$ cat config.mk
export PLATFORM = sky130hd
export DESIGN_NAME = char_lcd_nibble_sequencer_unit
export DESIGN_NICKNAME = d
export VERILOG_FILES = /design/src/hw/rtl/lcdns_pkg.sv /design/src/hw/rtl/lcdns_front.sv /design/src/hw/rtl/lcdns_queue.sv /design/src/hw/rtl/lcdns_back.sv /design/src/hw/rtl/char_lcd_nibble_sequencer_unit.sv
export SDC_FILE = /design/constraint.sdc
export NUM_CORES = 1
export LEC_CHECK = 0
export BUFFER_PORTS_ARGS = -buffer_cell sky130_fd_sc_hd__buf_2
export CORE_MARGIN = 5
export CORE_UTILIZATION = 51
export CTS_CLUSTER_DIAMETER = 50
export CTS_CLUSTER_SIZE = 25
export DETAILED_ROUTE_END_ITERATION = 12
export PLACE_DENSITY_LB_ADDON = 0.1
export SYNTH_ARGS = -nofsm -noshare
export SYNTH_HDL_FRONTEND = slang
export SYNTH_SLANG_ARGS = --single-unit
$ cat constraint.sdc
create_clock -name clk -period 2.84 [get_ports clk]
set_input_delay 0.71 -clock clk [delete_from_list [all_inputs] [get_ports clk]]
set_output_delay 0.71 -clock clk [all_outputs]
set_load 0.02 [all_outputs]
$ cat src/hw/rtl/lcdns_pkg.sv
// package with payload types, request codes and init sequence tables for the lcd nibble sequencer
`timescale 1ns / 1ps
`default_nettype none

package lcdns_pkg;

    typedef struct packed {
        logic [2:0] mode;
        logic [7:0] value;
        logic [1:0] row;
        logic [5:0] column;
    } lcdns_in_t;

    typedef struct packed {
        logic        reg_select;
        logic [3:0]  nibble;
        logic [16:0] wait_before_us;
        logic        last;
    } lcdns_out_t;

    // one classified request as held in the queue
    typedef struct packed {
        logic       is_init;
        logic       reg_select;
        logic [7:0] data_byte;
    } lcdns_cmd_t;

    localparam logic [2:0] MODE_DATA    = 3'd0;
    localparam logic [2:0] MODE_COMMAND = 3'd1;
    localparam logic [2:0] MODE_CURSOR  = 3'd2;
    localparam logic [2:0] MODE_CLEAR   = 3'd3;
    localparam logic [2:0] MODE_INIT    = 3'd4;

    localparam logic RS_COMMAND = 1'b0;
    localparam logic RS_DATA    = 1'b1;

    localparam logic [7:0] CMD_SET_DDRAM = 8'h80;
    localparam logic [7:0] CMD_CLEAR     = 8'h01;
    localparam logic [6:0] ADDR_MASK     = 7'h7F;

    localparam logic [16:0] FUNC_SET_EXTRA_US = 17'd1000;
    localparam logic [15:0] BUSY_WAIT_RESET   = 16'd5000;

    localparam int QUEUE_DEPTH = 2;
    localparam int QPTR_W      = (QUEUE_DEPTH > 1) ? $clog2(QUEUE_DEPTH) : 1;
    localparam int QCNT_W      = $clog2(QUEUE_DEPTH + 1);

    localparam int STEP_W = 4;
    localparam logic [STEP_W-1:0] RESET_NIB_STEPS = 4'd4;
    localparam logic [STEP_W-1:0] INIT_LAST_STEP  = 4'd11;

    function automatic logic [6:0] row_offset(input logic [1:0] row);
        logic [6:0] off;
        unique case (row)
            2'd0:    off = 7'h00;
            2'd1:    off = 7'h40;
            2'd2:    off = 7'h14;
            default: off = 7'h54;
        endcase
        return off;
    endfunction

    function automatic logic [3:0] reset_nibble(input logic [1:0] idx);
        return (idx == 2'd3) ? 4'h2 : 4'h3;
    endfunction

    function automatic logic [16:0] reset_extra_us(input logic [1:0] idx);
        logic [16:0] us;
        unique case (idx)
            2'd0:    us = 17'd20000;
            2'd1:    us = 17'd10000;
            default: us = 17'd1000;
        endcase
        return us;
    endfunction

    function automatic logic [7:0] init_cmd(input logic [1:0] idx);
        logic [7:0] c;
        unique case (idx)
            2'd0:    c = 8'h28;
            2'd1:    c = 8'h0C;
            2'd2:    c = 8'h01;
            default: c = 8'h06;
        endcase
        return c;
    endfunction

endpackage

`default_nettype wire

$ cat src/hw/rtl/lcdns_front.sv
// front end: classifies requests into byte or init entries for the queue
`timescale 1ns / 1ps
`default_nettype none

module lcdns_front (
    input  wire logic                in_valid,
    output logic                     in_stall,
    input  wire lcdns_pkg::lcdns_in_t in_data,
    input  wire logic                q_full,
    output logic                     q_push,
    output lcdns_pkg::lcdns_cmd_t    q_data
);
    import lcdns_pkg::*;

    logic       known;
    logic [6:0] addr;

    assign addr     = (row_offset(in_data.row) + {1'b0, in_data.column}) & ADDR_MASK;
    assign in_stall = q_full;

    always_comb
    begin
        known              = 1'b1;
        q_data.is_init     = 1'b0;
        q_data.reg_select  = RS_COMMAND;
        q_data.data_byte   = in_data.value;
        unique case (in_data.mode)
            MODE_DATA:    q_data.reg_select = RS_DATA;
            MODE_COMMAND: q_data.data_byte  = in_data.value;
            MODE_CURSOR:  q_data.data_byte  = CMD_SET_DDRAM | {1'b0, addr};
            MODE_CLEAR:   q_data.data_byte  = CMD_CLEAR;
            MODE_INIT:    q_data.is_init    = 1'b1;
            default:      known             = 1'b0;
        endcase
    end

    // unknown modes are taken and dropped
    assign q_push = in_valid && !q_full && known;

endmodule

`default_nettype wire

$ cat src/hw/rtl/lcdns_queue.sv
// small fifo between front and back
`timescale 1ns / 1ps
`default_nettype none

module lcdns_queue (
    input  wire logic                  clk,
    input  wire logic                  rst_n,
    input  wire logic                  push,
    input  wire lcdns_pkg::lcdns_cmd_t push_data,
    input  wire logic                  pop,
    output logic                       full,
    output logic                       not_empty,
    output lcdns_pkg::lcdns_cmd_t      head
);
    import lcdns_pkg::*;

    lcdns_cmd_t          mem_reg [QUEUE_DEPTH];
    logic [QPTR_W-1:0]   wr_ptr_reg, wr_ptr_next;
    logic [QPTR_W-1:0]   rd_ptr_reg, rd_ptr_next;
    logic [QCNT_W-1:0]   count_reg, count_next;
    logic                do_push, do_pop;

    assign full      = (count_reg == QCNT_W'(QUEUE_DEPTH));
    assign not_empty = (count_reg != '0);
    assign head      = mem_reg[rd_ptr_reg];
    assign do_push   = push && !full;
    assign do_pop    = pop && not_empty;

    always_comb
    begin
        wr_ptr_next = wr_ptr_reg;
        rd_ptr_next = rd_ptr_reg;
        count_next  = count_reg;
        if (do_push)
        begin
            wr_ptr_next = (wr_ptr_reg == QPTR_W'(QUEUE_DEPTH - 1)) ? '0 : wr_ptr_reg + 1'b1;
        end
        if (do_pop)
        begin
            rd_ptr_next = (rd_ptr_reg == QPTR_W'(QUEUE_DEPTH - 1)) ? '0 : rd_ptr_reg + 1'b1;
        end
        if (do_push && !do_pop)
        begin
            count_next = count_reg + 1'b1;
        end
        else if (do_pop && !do_push)
        begin
            count_next = count_reg - 1'b1;
        end
    end

    always_ff @(posedge clk or negedge rst_n)
    begin
        if (!rst_n)
        begin
            wr_ptr_reg <= '0;
            rd_ptr_reg <= '0;
            count_reg  <= '0;
        end
        else
        begin
            wr_ptr_reg <= wr_ptr_next;
            rd_ptr_reg <= rd_ptr_next;
            count_reg  <= count_next;
        end
    end

    always_ff @(posedge clk)
    begin
        if (do_push)
        begin
            mem_reg[wr_ptr_reg] <= push_data;
        end
    end

endmodule

`default_nettype wire

$ cat src/hw/rtl/lcdns_back.sv
// back end: steps through the nibble transfers of the queue head into the output register
`timescale 1ns / 1ps
`default_nettype none

module lcdns_back (
    input  wire logic                  clk,
    input  wire logic                  rst_n,
    input  wire logic [15:0]           busy_wait_us,
    input  wire logic                  q_not_empty,
    input  wire lcdns_pkg::lcdns_cmd_t q_head,
    output logic                       q_pop,
    output logic                       out_valid,
    input  wire logic                  out_stall,
    output lcdns_pkg::lcdns_out_t      out_data
);
    import lcdns_pkg::*;

    logic [STEP_W-1:0] step_reg, step_next;
    logic              out_valid_reg, out_valid_next;
    lcdns_out_t        out_data_reg;
    lcdns_out_t        xfer;
    logic              load;
    logic              final_step;
    logic [16:0]       busy_ext;
    logic [1:0]        cmd_idx;
    logic [7:0]        cur_byte;
    logic [16:0]       hi_extra;

    assign busy_ext = {1'b0, busy_wait_us};
    assign load     = q_not_empty && (!out_valid_reg || !out_stall);
    assign cmd_idx  = step_reg[2:1] - 2'd2;

    always_comb
    begin
        xfer            = '0;
        xfer.reg_select = q_head.reg_select;
        cur_byte        = q_head.data_byte;
        hi_extra        = '0;
        final_step      = 1'b0;
        if (q_head.is_init)
        begin
            xfer.reg_select = RS_COMMAND;
            cur_byte        = init_cmd(cmd_idx);
            hi_extra        = (cmd_idx == 2'd0) ? FUNC_SET_EXTRA_US : '0;
            final_step      = (step_reg == INIT_LAST_STEP);
            if (step_reg < RESET_NIB_STEPS)
            begin
                // reset nibbles go out alone
                xfer.nibble         = reset_nibble(step_reg[1:0]);
                xfer.wait_before_us = reset_extra_us(step_reg[1:0]) + busy_ext;
            end
            else if (!step_reg[0])
            begin
                xfer.nibble         = cur_byte[7:4];
                xfer.wait_before_us = hi_extra + busy_ext;
            end
            else
            begin
                xfer.nibble         = cur_byte[3:0];
                xfer.wait_before_us = '0;
            end
        end
        else
        begin
            final_step = step_reg[0];
            if (!step_reg[0])
            begin
                xfer.nibble         = cur_byte[7:4];
                xfer.wait_before_us = busy_ext;
            end
            else
            begin
                xfer.nibble         = cur_byte[3:0];
                xfer.wait_before_us = '0;
            end
        end
        xfer.last = final_step;
    end

    assign q_pop = load && final_step;

    always_comb
    begin
        step_next      = step_reg;
        out_valid_next = out_valid_reg;
        if (load)
        begin
            step_next      = final_step ? '0 : step_reg + 1'b1;
            out_valid_next = 1'b1;
        end
        else if (!out_stall)
        begin
            out_valid_next = 1'b0;
        end
    end

    always_ff @(posedge clk or negedge rst_n)
    begin
        if (!rst_n)
        begin
            step_reg      <= '0;
            out_valid_reg <= 1'b0;
        end
        else
        begin
            step_reg      <= step_next;
            out_valid_reg <= out_valid_next;
        end
    end

    always_ff @(posedge clk)
    begin
        if (load)
        begin
            out_data_reg <= xfer;
        end
    end

    assign out_valid = out_valid_reg;
    assign out_data  = out_data_reg;

endmodule

`default_nettype wire

$ cat src/hw/rtl/char_lcd_nibble_sequencer_unit.sv
// top level of the character lcd nibble sequencer
`timescale 1ns / 1ps
`default_nettype none

// channel  dir  handshake          payload
// in       in   in_valid/in_stall   lcdns_in_t   (mode, value, row, column)
// out      out  out_valid/out_stall lcdns_out_t  (reg_select, nibble, wait_before_us, last)
// cfg      in   cfg_valid/cfg_ready cfg_data     (busy_wait_us)
//
// the back end emits one transfer per cycle from the queue head when not stalled: a byte
// request is two nibble transfers, initialize twelve, unknown modes are dropped in the front
// a two-entry queue lets the front take requests while the back is busy
// out_stall holds the output register and the step counter; in_stall is queue full
// reset empties queue and output, busy_wait_us returns to 5000

module char_lcd_nibble_sequencer_unit (
    input  wire logic                  clk,
    input  wire logic                  rst_n,
    input  wire logic                  in_valid,
    output logic                       in_stall,
    input  wire lcdns_pkg::lcdns_in_t  in_data,
    output logic                       out_valid,
    input  wire logic                  out_stall,
    output lcdns_pkg::lcdns_out_t      out_data,
    input  wire logic                  cfg_valid,
    output logic                       cfg_ready,
    input  wire logic [15:0]           cfg_data
);
    import lcdns_pkg::*;

    logic [15:0] busy_wait_reg;
    logic        q_full, q_push, q_pop, q_not_empty;
    lcdns_cmd_t  q_in, q_head;

    assign cfg_ready = 1'b1;

    always_ff @(posedge clk or negedge rst_n)
    begin
        if (!rst_n)
        begin
            busy_wait_reg <= BUSY_WAIT_RESET;
        end
        else if (cfg_valid && cfg_ready)
        begin
            busy_wait_reg <= cfg_data;
        end
    end

    lcdns_front u_front (
        .in_valid (in_valid),
        .in_stall (in_stall),
        .in_data  (in_data),
        .q_full   (q_full),
        .q_push   (q_push),
        .q_data   (q_in)
    );

    lcdns_queue u_queue (
        .clk       (clk),
        .rst_n     (rst_n),
        .push      (q_push),
        .push_data (q_in),
        .pop       (q_pop),
        .full      (q_full),
        .not_empty (q_not_empty),
        .head      (q_head)
    );

    lcdns_back u_back (
        .clk          (clk),
        .rst_n        (rst_n),
        .busy_wait_us (busy_wait_reg),
        .q_not_empty  (q_not_empty),
        .q_head       (q_head),
        .q_pop        (q_pop),
        .out_valid    (out_valid),
        .out_stall    (out_stall),
        .out_data     (out_data)
    );

endmodule

`default_nettype wire
# ---- Word level (Yosys, flattened, before mapping)
# Memory sizes are Yosys's and may differ from the RTL's.
# Cells that the tools add are included.
# Widths: inputs -> output; s select.
dict set report word_totals {
  ff_bits 48
  ramBits 20
  word_cells 80
  memories 1
}
dict set report op_classes {
  add_sub_neg 9
  order_cmp 1
  eq_ne 13
  muxes 25
  n_reduce_logical 21
}
# memory depth word_bits read_ports rd_clocked_by_memory_dff wr line
set memory_table {}
lappend memory_table {u_queue.mem_reg 2 10 1 0 1 lcdns_queue.sv:17} ;# lcdns_cmd_t mem_reg [QUEUE_DEPTH];
# op n
set op_table {}
lappend op_table {{$mux 21} 4}
lappend op_table {{$add 17x16->17} 2}
lappend op_table {{$mux 17} 2}
lappend op_table {{$pmux 15 s2} 1}
lappend op_table {{$pmux 7 s3} 1}
lappend op_table {{$pmux 6 s3} 1}
lappend op_table {{$pmux 8 s2} 1}
lappend op_table {{$mux 1} 11}
lappend op_table {{$mux 10} 1}
lappend op_table {{$eq 2x2->1 const B} 4}
lappend op_table {{$logic_and 1x1->1} 8}
lappend op_table {{$add 7x6->7} 1}
lappend op_table {{$eq 2x1->1 const B} 3}
lappend op_table {{$eq 3x2->1 const B} 2}
lappend op_table {{$logic_not 2->1} 3}
lappend op_table {{$logic_not 1->1} 5}
lappend op_table {{$reduce_or 5->1} 1}
lappend op_table {{$add 4x1->4 const B} 1}
lappend op_table {{$eq 4x4->1 const B} 1}
lappend op_table {{$lt 4x3->1 const B} 1}
lappend op_table {{$mux 2} 2}
lappend op_table {{$mux 4} 1}
lappend op_table {{$reduce_bool 2->1} 2}
lappend op_table {{$eq 3x1->1 const B} 1}
lappend op_table {{other kinds (8)} 9}

# ---- Depth between registers and ports, before layout
# Gate-level depths: netlist (run 1).
dict set report logic_depth {
  ltp_word 9
  depth_mapped 12
  depth_no_buf 10
}

# ---- Hierarchy
# From an unflattened synthesis (run 1), not the netlist that was laid out.
dict set report unflattened {
  hier_cells 389
  area_unflattened_um2 4236.6
}
# mod instances cells_per_inst area_each_um2 seq_area_each_um2
set modules_own_cells {}
lappend modules_own_cells {lcdns_back 1 267 2336.0 815.8}
lappend modules_own_cells {lcdns_queue 1 50 968.4 700.7}
lappend modules_own_cells {char_lcd_nibble_sequencer_unit 1 36 666.9 406.6}
lappend modules_own_cells {lcdns_front 1 36 265.3 0.0}

# ---- Least setup slack after synthesis (run 1)
# OpenSTA, ideal clock, no wires.
dict set report synth_path {
  path_kind {register to register}
  startpoint {register u_back.step_reg[0]}
  endpoint {register u_back.out_data_reg, in the netlist u_back.out_data[17] (data pin)}
  setup_ps 255
  arrival_time_ps 2434
  t_required_ps 2585
  setup_slack_ps 151
  path_stages_with_launch 12
  synth_period_minus_slack_ps 2689
  path_cell_list {dfrtp_1 clkbuf_1 inv_1 ha_1 inv_1 ha_1 o31ai_1 a21boi_0 o41ai_2 o21ai_0 o2bb2ai_1 and3_1}
}
dict set report synth_between {
  elab_chain_len 7
}
# item line
set synth_rtl {}
lappend synth_rtl {{start: declaration} lcdns_back.sv:18} ;# logic [STEP_W-1:0] step_reg, step_next;
lappend synth_rtl {{start signal: assignment} lcdns_back.sv:106} ;# step_reg <= step_next;
lappend synth_rtl {{$eq 2x1->1 or $logic_not 2->1 (tied branches)} lcdns_pkg.sv:69} ;# unique case (idx)
lappend synth_rtl {{$pmux 15 s2} lcdns_pkg.sv:69}
lappend synth_rtl {{$mux 17} lcdns_back.sv:46} ;# if (step_reg < RESET_NIB_STEPS)
lappend synth_rtl {{$mux 17} lcdns_back.sv:40} ;# if (q_head.is_init)
lappend synth_rtl {{$add 17x16->17} lcdns_back.sv:50} ;# xfer.wait_before_us = reset_extra_us(step_reg[1:0]) + busy_ext;
lappend synth_rtl {{$mux 21 (*)} lcdns_back.sv:46}
lappend synth_rtl {{$mux 21 (*)} lcdns_back.sv:40}
lappend synth_rtl {{end signal: assignment} lcdns_back.sv:115} ;# out_data_reg <= xfer;
lappend synth_rtl {{end: declaration} lcdns_back.sv:20} ;# lcdns_out_t out_data_reg;
# Every way passes the cells marked *; elsewhere a longest branch is shown, timed or not. The select of a mux whose other input is x is not followed.
# A chain may end at the register's enable or synchronous reset.

==> summary.md, run 1 <==
| Metric | Value |
|---|---|
| Status | `complete, no violations` |
| Main combinational cell family by area after synthesis | `compound AO/OA/AOI/OAI gates` |
| Power Density | `1080 nW/µm²` |
| Crit Path Max Fanout | `6` |
| Async set-reset flop share out of synthesis | `0.368` |
| Unique cell type count in the Yosys netlist | `66` |
| Critical Path Source Type | `flip-flop` |
| Final GP Congestion | `0.962` |
| Post-synth EDFFs | `43` |
| Drt total wl | `a little over 9000 µm` |
| Reg clk slew, reported paths | `~0.080 ns` |
| Global-route usage over all layers | `0.196` |
| Worst Path Arrival | `~2.9 ns` |
| Antenna diodes | `0` |
| Max Slew Vio Count | `0` |
| H-tree depth | `3` |
| Initial antenna violation count | `0` |
| Min cycle time layout | `approximately 2.6 ns` |
| Register-to-Register Path Depth | `10` |
| Synth Net Count | `437` |
| #FFs+latches synth | `just under 70` |
| Clock tree from TritonCTS | `done` |
| Synth Warn # | `0` |
| Worst-Margin Slew | `0.639 ns` |
| Endpoints failing hold | `0` |
| Post-Synth Simple-Gate Area | `0.144` |
| Die height | `between 90 and 100 µm` |
| Ports | `66` |
| Most frequent cells in the layout | `buf_2 (64), edfxtp_1 (43), nand2_1 (35)` |
| TritonRoute pass-1 iters | `5` |
| Max Cap Viol | `0` |
| Clock Sinks | `68` |
| Die Span X | `98.6 µm` |
| Insertion delay to the later sink of the worst-skew pair | `between 0.3 and 0.4 ns` |
| Num CTS Buffers | `9` |
| Worst hold path type | `input port to asynchronous set/reset pin` |
| Initial Util | `0.521` |
| Ys flop type | `edfxtp_1` |
| Most common cell after layout, fill and taps aside | `buf_2` |
| Final setup viols | `0` |
| Gr ovfl total | `0` |
| Vias/cell | `5.72` |
| Reg-to-reg critical path endpoint | `u_back.out_data[16]` |
| FMAX | `0.381 GHz` |
| Placed cell count | `536` |
| First-pass GRT wire length | `15000 µm` |
| Post-Syn Area | `between 4000 and 5000 µm²` |
| Crit share post-route | `0.925` |
| Post-synthesis adder-cell area fraction | `0.0612` |
| R2R setup slack | `approximately 0.21 ns` |
| Die area | `9730 µm²` |
| Final std cells w/o fill | `552` |
| Initial DRC Count | `106` |
| Core area | `7690 µm²` |
| Residual DRC | `0` |
| Skew final | `0.00941 ns` |
| Peak VDD IR | `about 0.00048 V` |
| Avg Synthesized Cell Area | `10.6 µm²` |
| CTS-repair resized insts | `0` |
| Max reg flops | `23` |
| Clock Tree Root | `clkbuf_8` |
| Setup CP Type | `flip-flop to flip-flop` |
| Via count | `3157` |
| Min Hold Slack | `about 0.38 ns` |
| Compound-Gate Fraction of Synth Area | `0.172` |
| Layout cells sized above 1 | `0.287` |
| Worst setup EP type | `flip-flop` |
| Setup TNS | `0 ns` |
| Critical Path RT | `3.06 ns` |
| Rows | `32` |
| Final nets | `504` |
| Cells after synthesis | `378` |
| WL/cell | `roughly 17 µm` |
| Xor-xnor portion of the synthesized cell area | `0.0372` |
| PortBufs | `between 60 and 70` |
| Unrepaired setup endpoints after global routing | `no` |
| Routed Antenna Nets | `0` |
| CTS max path bufs | `2` |
| # hold bufs at CTS | `0` |
| Vias in the first global route | `between 3000 and 4000` |
| Post-synthesis mux area share | `0.0662` |
| Largest net degree at the start of global routing | `31` |
| Post-CTS setup buffer count | `0` |
| Worst r2r src | `u_back.step_reg[1]` |
| DP Wirelength | `approximately 6700 µm` |
| Area Overhead vs Synth | `17.4%` |
| Seq/Total Area, Yosys | `0.480` |
| Static leakage | `0.00193 µW` |
| Crit. Startpoint | `u_back.step_reg[1]` |
| Relative slew slack | `0.574` |
Yosys cell counts, types with 4 or more instances:
cell	number	area share
o22ai_1	6	0.0094
xnor2_1	10	0.022
edfxtp_1	43	0.32
dfrtp_1	20	0.12
a21boi_0	4	0.0075
nand3_1	14	0.017
a21o_1	4	0.0075
o21ai_0	24	0.030
nand2_1	35	0.033
dfstp_2	5	0.033
buf_2	9	0.011
mux2_2	14	0.039
a22o_1	5	0.011
mux2i_1	4	0.010
o31ai_1	4	0.0075
a22oi_1	4	0.0075
a21oi_1	13	0.016
clkbuf_1	11	0.010
xor2_1	7	0.015
ha_1	18	0.056
nor2_1	27	0.025
nand2b_1	6	0.0094
nor3_1	7	0.0087
inv_1	14	0.013
routing by layer:
layer / up-vias / wire length [µm] / track usage
li1: 1545 / - / -
met1: 1478 / 3900 / 0.244
met2: 115 / 4710 / 0.340
met3: 19 / 575 / 0.0354
met4: 0 / 160 / 0.0756
met5: - / 0 / 0
layout make-up:
| type | count | area [µm²] |
|---|---|---|
| inverters | 14 | 52.6 |
| clock inverters | 7 | 121 |
| fillers | 676 | 2980 |
| multi-input cells | 274 | 1930 |
| clock buffers | 9 | 124 |
| flip-flops and latches | 68 | 1920 |
| well taps | 102 | 128 |
| repair buffers | 78 | 425 |
worst max-delay path: stages, from the launching register on:
cell and delay (ns):
dfrtp_1 0.39, inv_1 0.16, ha_1 0.19, inv_1 0.06, fa_1 0.46, nor2b_2 0.16
o22ai_1 0.12, a31oi_2 0.27, o21ai_1 0.10, or4_1 0.48, nand3_1 0.10
report_power, final:
part           internal, µW  leakage (µW)  switching, µW
sequential             1460      0.000704            170
clock                   590      0.000124            404
combinational           960       0.00111           1470
total                  3010       0.00193           2050
through the flow:
| stage | utilization | total power (µW) | cell area, µm² | setup WS, ns |
|---|---|---|---|---|
| after global placement | 0.580 | 4060 | 4460 | 0.251 |
| after CTS | 0.611 | 5080 | 4700 | 0.183 |
| final | 0.612 | 5060 | 4700 | 0.213 |
| after global routing | 0.612 | 5380 | 4700 | 0.0543 |
| after detailed placement | 0.580 | 4080 | 4460 | 0.195 |
| after floorplan | - | 3360 | 4010 | 0.151 |
cell families (layout without fill, tap and decap cells):
family                   Yosys count  count (layout)
AO/OA/AOI/OAI                     98              98
XOR/XNOR                          17              17
adder cells (fa/ha/maj)           19              19
buffers and inverters             36             108
flip-flops                        68              68
multiplexers                      21              21
other                              1               1
AND/OR/NAND/NOR                  118             118
worst max path at each step:
stage / to / depth (start not counted) / slack, ns
after floorplan: u_back.out_data[17] / 11 / 0.15
after global placement: u_back.out_data[16] / 10 / 0.25
after detailed placement: u_back.out_data[16] / 10 / 0.19
final: u_back.out_data[16] / 10 / 0.21
after global routing: u_back.out_data[16] / 10 / 0.05
after CTS: u_back.out_data[16] / 10 / 0.18
Note: power is estimated with default switching activity, not from simulation.
==> inputs of run 2 (changes only) <==
ABC_AREA = 1   (was default)
CORE_MARGIN = default   (was 5)
CORE_UTILIZATION = 52   (was 51)
==> summary.md, run 2 <==
| Metric | Value |
|---|---|
| Most common cell in the netlist | `nand2_1` |
| Initial Util | `0.548 (+0.0267)` |
| Vias in the first global route | `3915 (+27%)` |
| Fillers | `689 (+1.9%)` |
| Setup WS pre-CTS | `0.258 ns (+0.0634 ns)` |
| Synth Net Count | `598 (+37%)` |
| Ports | `66 (unchanged)` |
| Status | `complete, no violations` |
| Core area | `7890 µm² (+2.6%)` |
| Seq/Total Area, Yosys | `0.445 (-0.0350)` |
| Residual DRC | `0 (unchanged)` |
| Initial DRC Count | `211 (+99%)` |
| PortBufs | `64 (unchanged)` |
| Clock Sinks | `68 (unchanged)` |
| Final std cells w/o fill | `719 (+30%)` |
| Synth cell count leaders | `nand2_1 (137), inv_1 (64), nor2_1 (54), edfxtp_1 (43), nand3_1 (40)` |
| Post-CTS setup buffer count | `0 (unchanged)` |
| Synth Warn # | `0 (unchanged)` |
| CTS-repair resized insts | `0 (unchanged)` |
| Placed cell count | `703 (+31%)` |
| TritonRoute pass-1 iters | `5 (unchanged)` |
| Relative slew slack | `0.591 (+0.0174)` |
| Initial antenna violation count | `0 (unchanged)` |
| Die height | `93.2 µm (-5.5%)` |
| Ys flop type | `edfxtp_1` |
| Skew final | `0.00537 ns (-0.00405 ns)` |
| Via count | `3960 (+25%)` |
| Worst Path Arrival | `2.64 ns (-0.21 ns)` |
| Global-route usage over all layers | `0.273 (+0.0765)` |
| Area leader, netlist | `edfxtp_1` |
| Rows | `32 (unchanged)` |
| #FFs+latches synth | `68 (unchanged)` |
| Critical Path Source Type | `flip-flop` |
| Most frequent cells in the layout | `nand2_1 (137), inv_1 (64), buf_2 (64)` |
| DP Wirelength | `8420 µm (+25%)` |
| Crit share post-route | `0.903 (-0.0222)` |
| Worst setup EP type | `flip-flop` |
| Routed Antenna Nets | `0 (unchanged)` |
| Layout cells sized above 1 | `0.217 (-0.0695)` |
| Unique cell type count in the Yosys netlist | `52 (-21%)` |
| H-tree depth | `3 (unchanged)` |
| Final GP Congestion | `0.981 (+1.9%)` |
| Static leakage | `0.00243 µW (+25%)` |
| Clock Tree Root | `clkbuf_8` |
| Peak VDD IR | `0.000574 V (+21%)` |
| Min cycle time layout | `2.56 ns (-0.0630 ns)` |
| Clock tree from TritonCTS | `done` |
| Worst r2r src | `u_back.step_reg[1]` |
| Yosys top cell area share | `0.299 (-0.0235)` |
| WL/cell | `15.5 µm (-8.6%)` |
| Die Span X | `93.2 µm (-5.5%)` |
| Min Hold Slack | `0.369 ns (-0.00925 ns)` |
| Insertion delay to the later sink of the worst-skew pair | `0.34 ns (about the same)` |
| Die area | `8680 µm² (-11%)` |
| First-pass GRT wire length | `18200 µm (+21%)` |
| Gr ovfl total | `0 (unchanged)` |
| Cells after synthesis | `539 (+43%)` |
| Final setup viols | `0 (unchanged)` |
| Drt total wl | `11100 µm (+19%)` |
| Largest cells by area after synthesis | `edfxtp_1 (30%), nand2_1 (12%), dfrtp_1 (12%)` |
| Endpoints failing hold | `0 (unchanged)` |
| Crit Path Max Fanout | `11 (+5)` |
| Max Cap Viol | `0 (unchanged)` |
| Antenna diodes | `0 (unchanged)` |
| CTS max path bufs | `2 (unchanged)` |
| Largest net degree at the start of global routing | `32 (+3.2%)` |
| Max Slew Vio Count | `0 (unchanged)` |
| Area Overhead vs Synth | `15.8%` |
| Most common cell after layout, fill and taps aside | `nand2_1` |
| Avg Synthesized Cell Area | `8.02 µm² (-24%)` |
| Power Density | `1010 nW/µm² (-6.5%)` |
| Max reg flops | `23 (unchanged)` |
| Final nets | `671 (+33%)` |
| Critical Path RT | `2.92 ns (-0.14 ns)` |
| Setup CP Type | `flip-flop to flip-flop` |
| Worst hold path type | `input port to asynchronous set/reset pin` |
| Unrepaired setup endpoints after global routing | `no` |
| Fin worst setup slack | `0.276 ns (+0.0630 ns)` |
| Worst-Margin Slew | `0.613 ns (-0.0261 ns)` |
| Async set-reset flop share out of synthesis | `0.368 (unchanged)` |
| Num CTS Buffers | `9 (unchanged)` |
| Post-synth EDFFs | `43 (unchanged)` |
| FMAX | `0.390 GHz (+2.5%)` |
| Crit. Startpoint | `u_back.step_reg[1]` |
| Vias/cell | `5.51 (-3.7%)` |
| Post-Syn Area | `4320 µm² (+7.9%)` |
| Setup TNS | `0 ns (unchanged)` |
| # hold bufs at CTS | `0 (unchanged)` |
| Reg clk slew, reported paths | `0.08 ns (about the same)` |
[run 2: area by class of cell]
cell class / instances / area, µm² / area share
clock buffers: 10 / 128 / 0.0255
clock inverters: 6 / 87.6 / 0.0175
inverters: 70 / 265 / 0.0530
flip-flops and latches: 68 / 1920 / 0.385
well taps: 102 / 128 / 0.0255
multi-input cells: 387 / 2060 / 0.412
repair buffers: 76 / 410 / 0.0820
[run 2: final timing paths]
| check | cells after the start | slack [ns] | end |
|---|---|---|---|
| worst max-delay path | 14 | 0.28 | u_back.out_data[12] |
| worst min-delay path | 1 | 0.37 | u_queue.count_reg[0] |
| worst max register to register | 14 | 0.28 | u_back.out_data[12] |
| worst min register to register | 2 | 0.51 | u_back.out_valid |
| max in group asynchronous | 1 | 2.04 | u_queue.rd_ptr_reg |
| min in group clk | 2 | 0.51 | u_back.out_valid |
[run 2: through the flow]
stage / total power, µW / utilization / instance area, µm²
2_1_floorplan: 3360 / - / 4320
3_3_place_gp: 4110 / 0.607 / 4790
3_5_place_dp: 4130 / 0.607 / 4790
4_1_cts: 5020 / 0.634 / 5000
5_1_grt: 5390 / 0.635 / 5000
6_report: 5040 / 0.635 / 5000
[run 2: critical path, cell delays in order (launching register included)]
cell and delay, ns:
dfrtp_1 0.48, inv_4 0.19, ha_1 0.25, inv_1 0.10
fa_1 0.46, inv_1 0.07, a21oi_1 0.05, nand2_1 0.08
nand2_1 0.07, inv_1 0.10, nand2_1 0.07, nand3_1 0.09
a21oi_1 0.06, o21ai_0 0.10, nand3_1 0.13
[run 2: cells by family (layout without fill, tap and decap cells)]
logic type	Yosys count	in the layout	synth area share
AND/OR/NAND/NOR	276	276	0.284
XOR/XNOR	8	8	0.0162
AO/OA/AOI/OAI	82	82	0.117
buffers and inverters	84	162	0.0781
multiplexers	1	1	0.00260
flip-flops	68	68	0.445
other	1	1	0.000867
adder cells (fa/ha/maj)	19	19	0.0567
[run 2: report_power, final]
group	internal, µW	switching (µW)	leakage, µW
logic	829	1690	0.00161
clock network	496	379	0.000111
registers	1470	171	0.000710
[run 2: routing by layer]
layer  track usage  part of all wire
met4         0.129             0.032
met3        0.0520             0.044
met5             0                 0
met2         0.474              0.50
met1         0.324              0.43
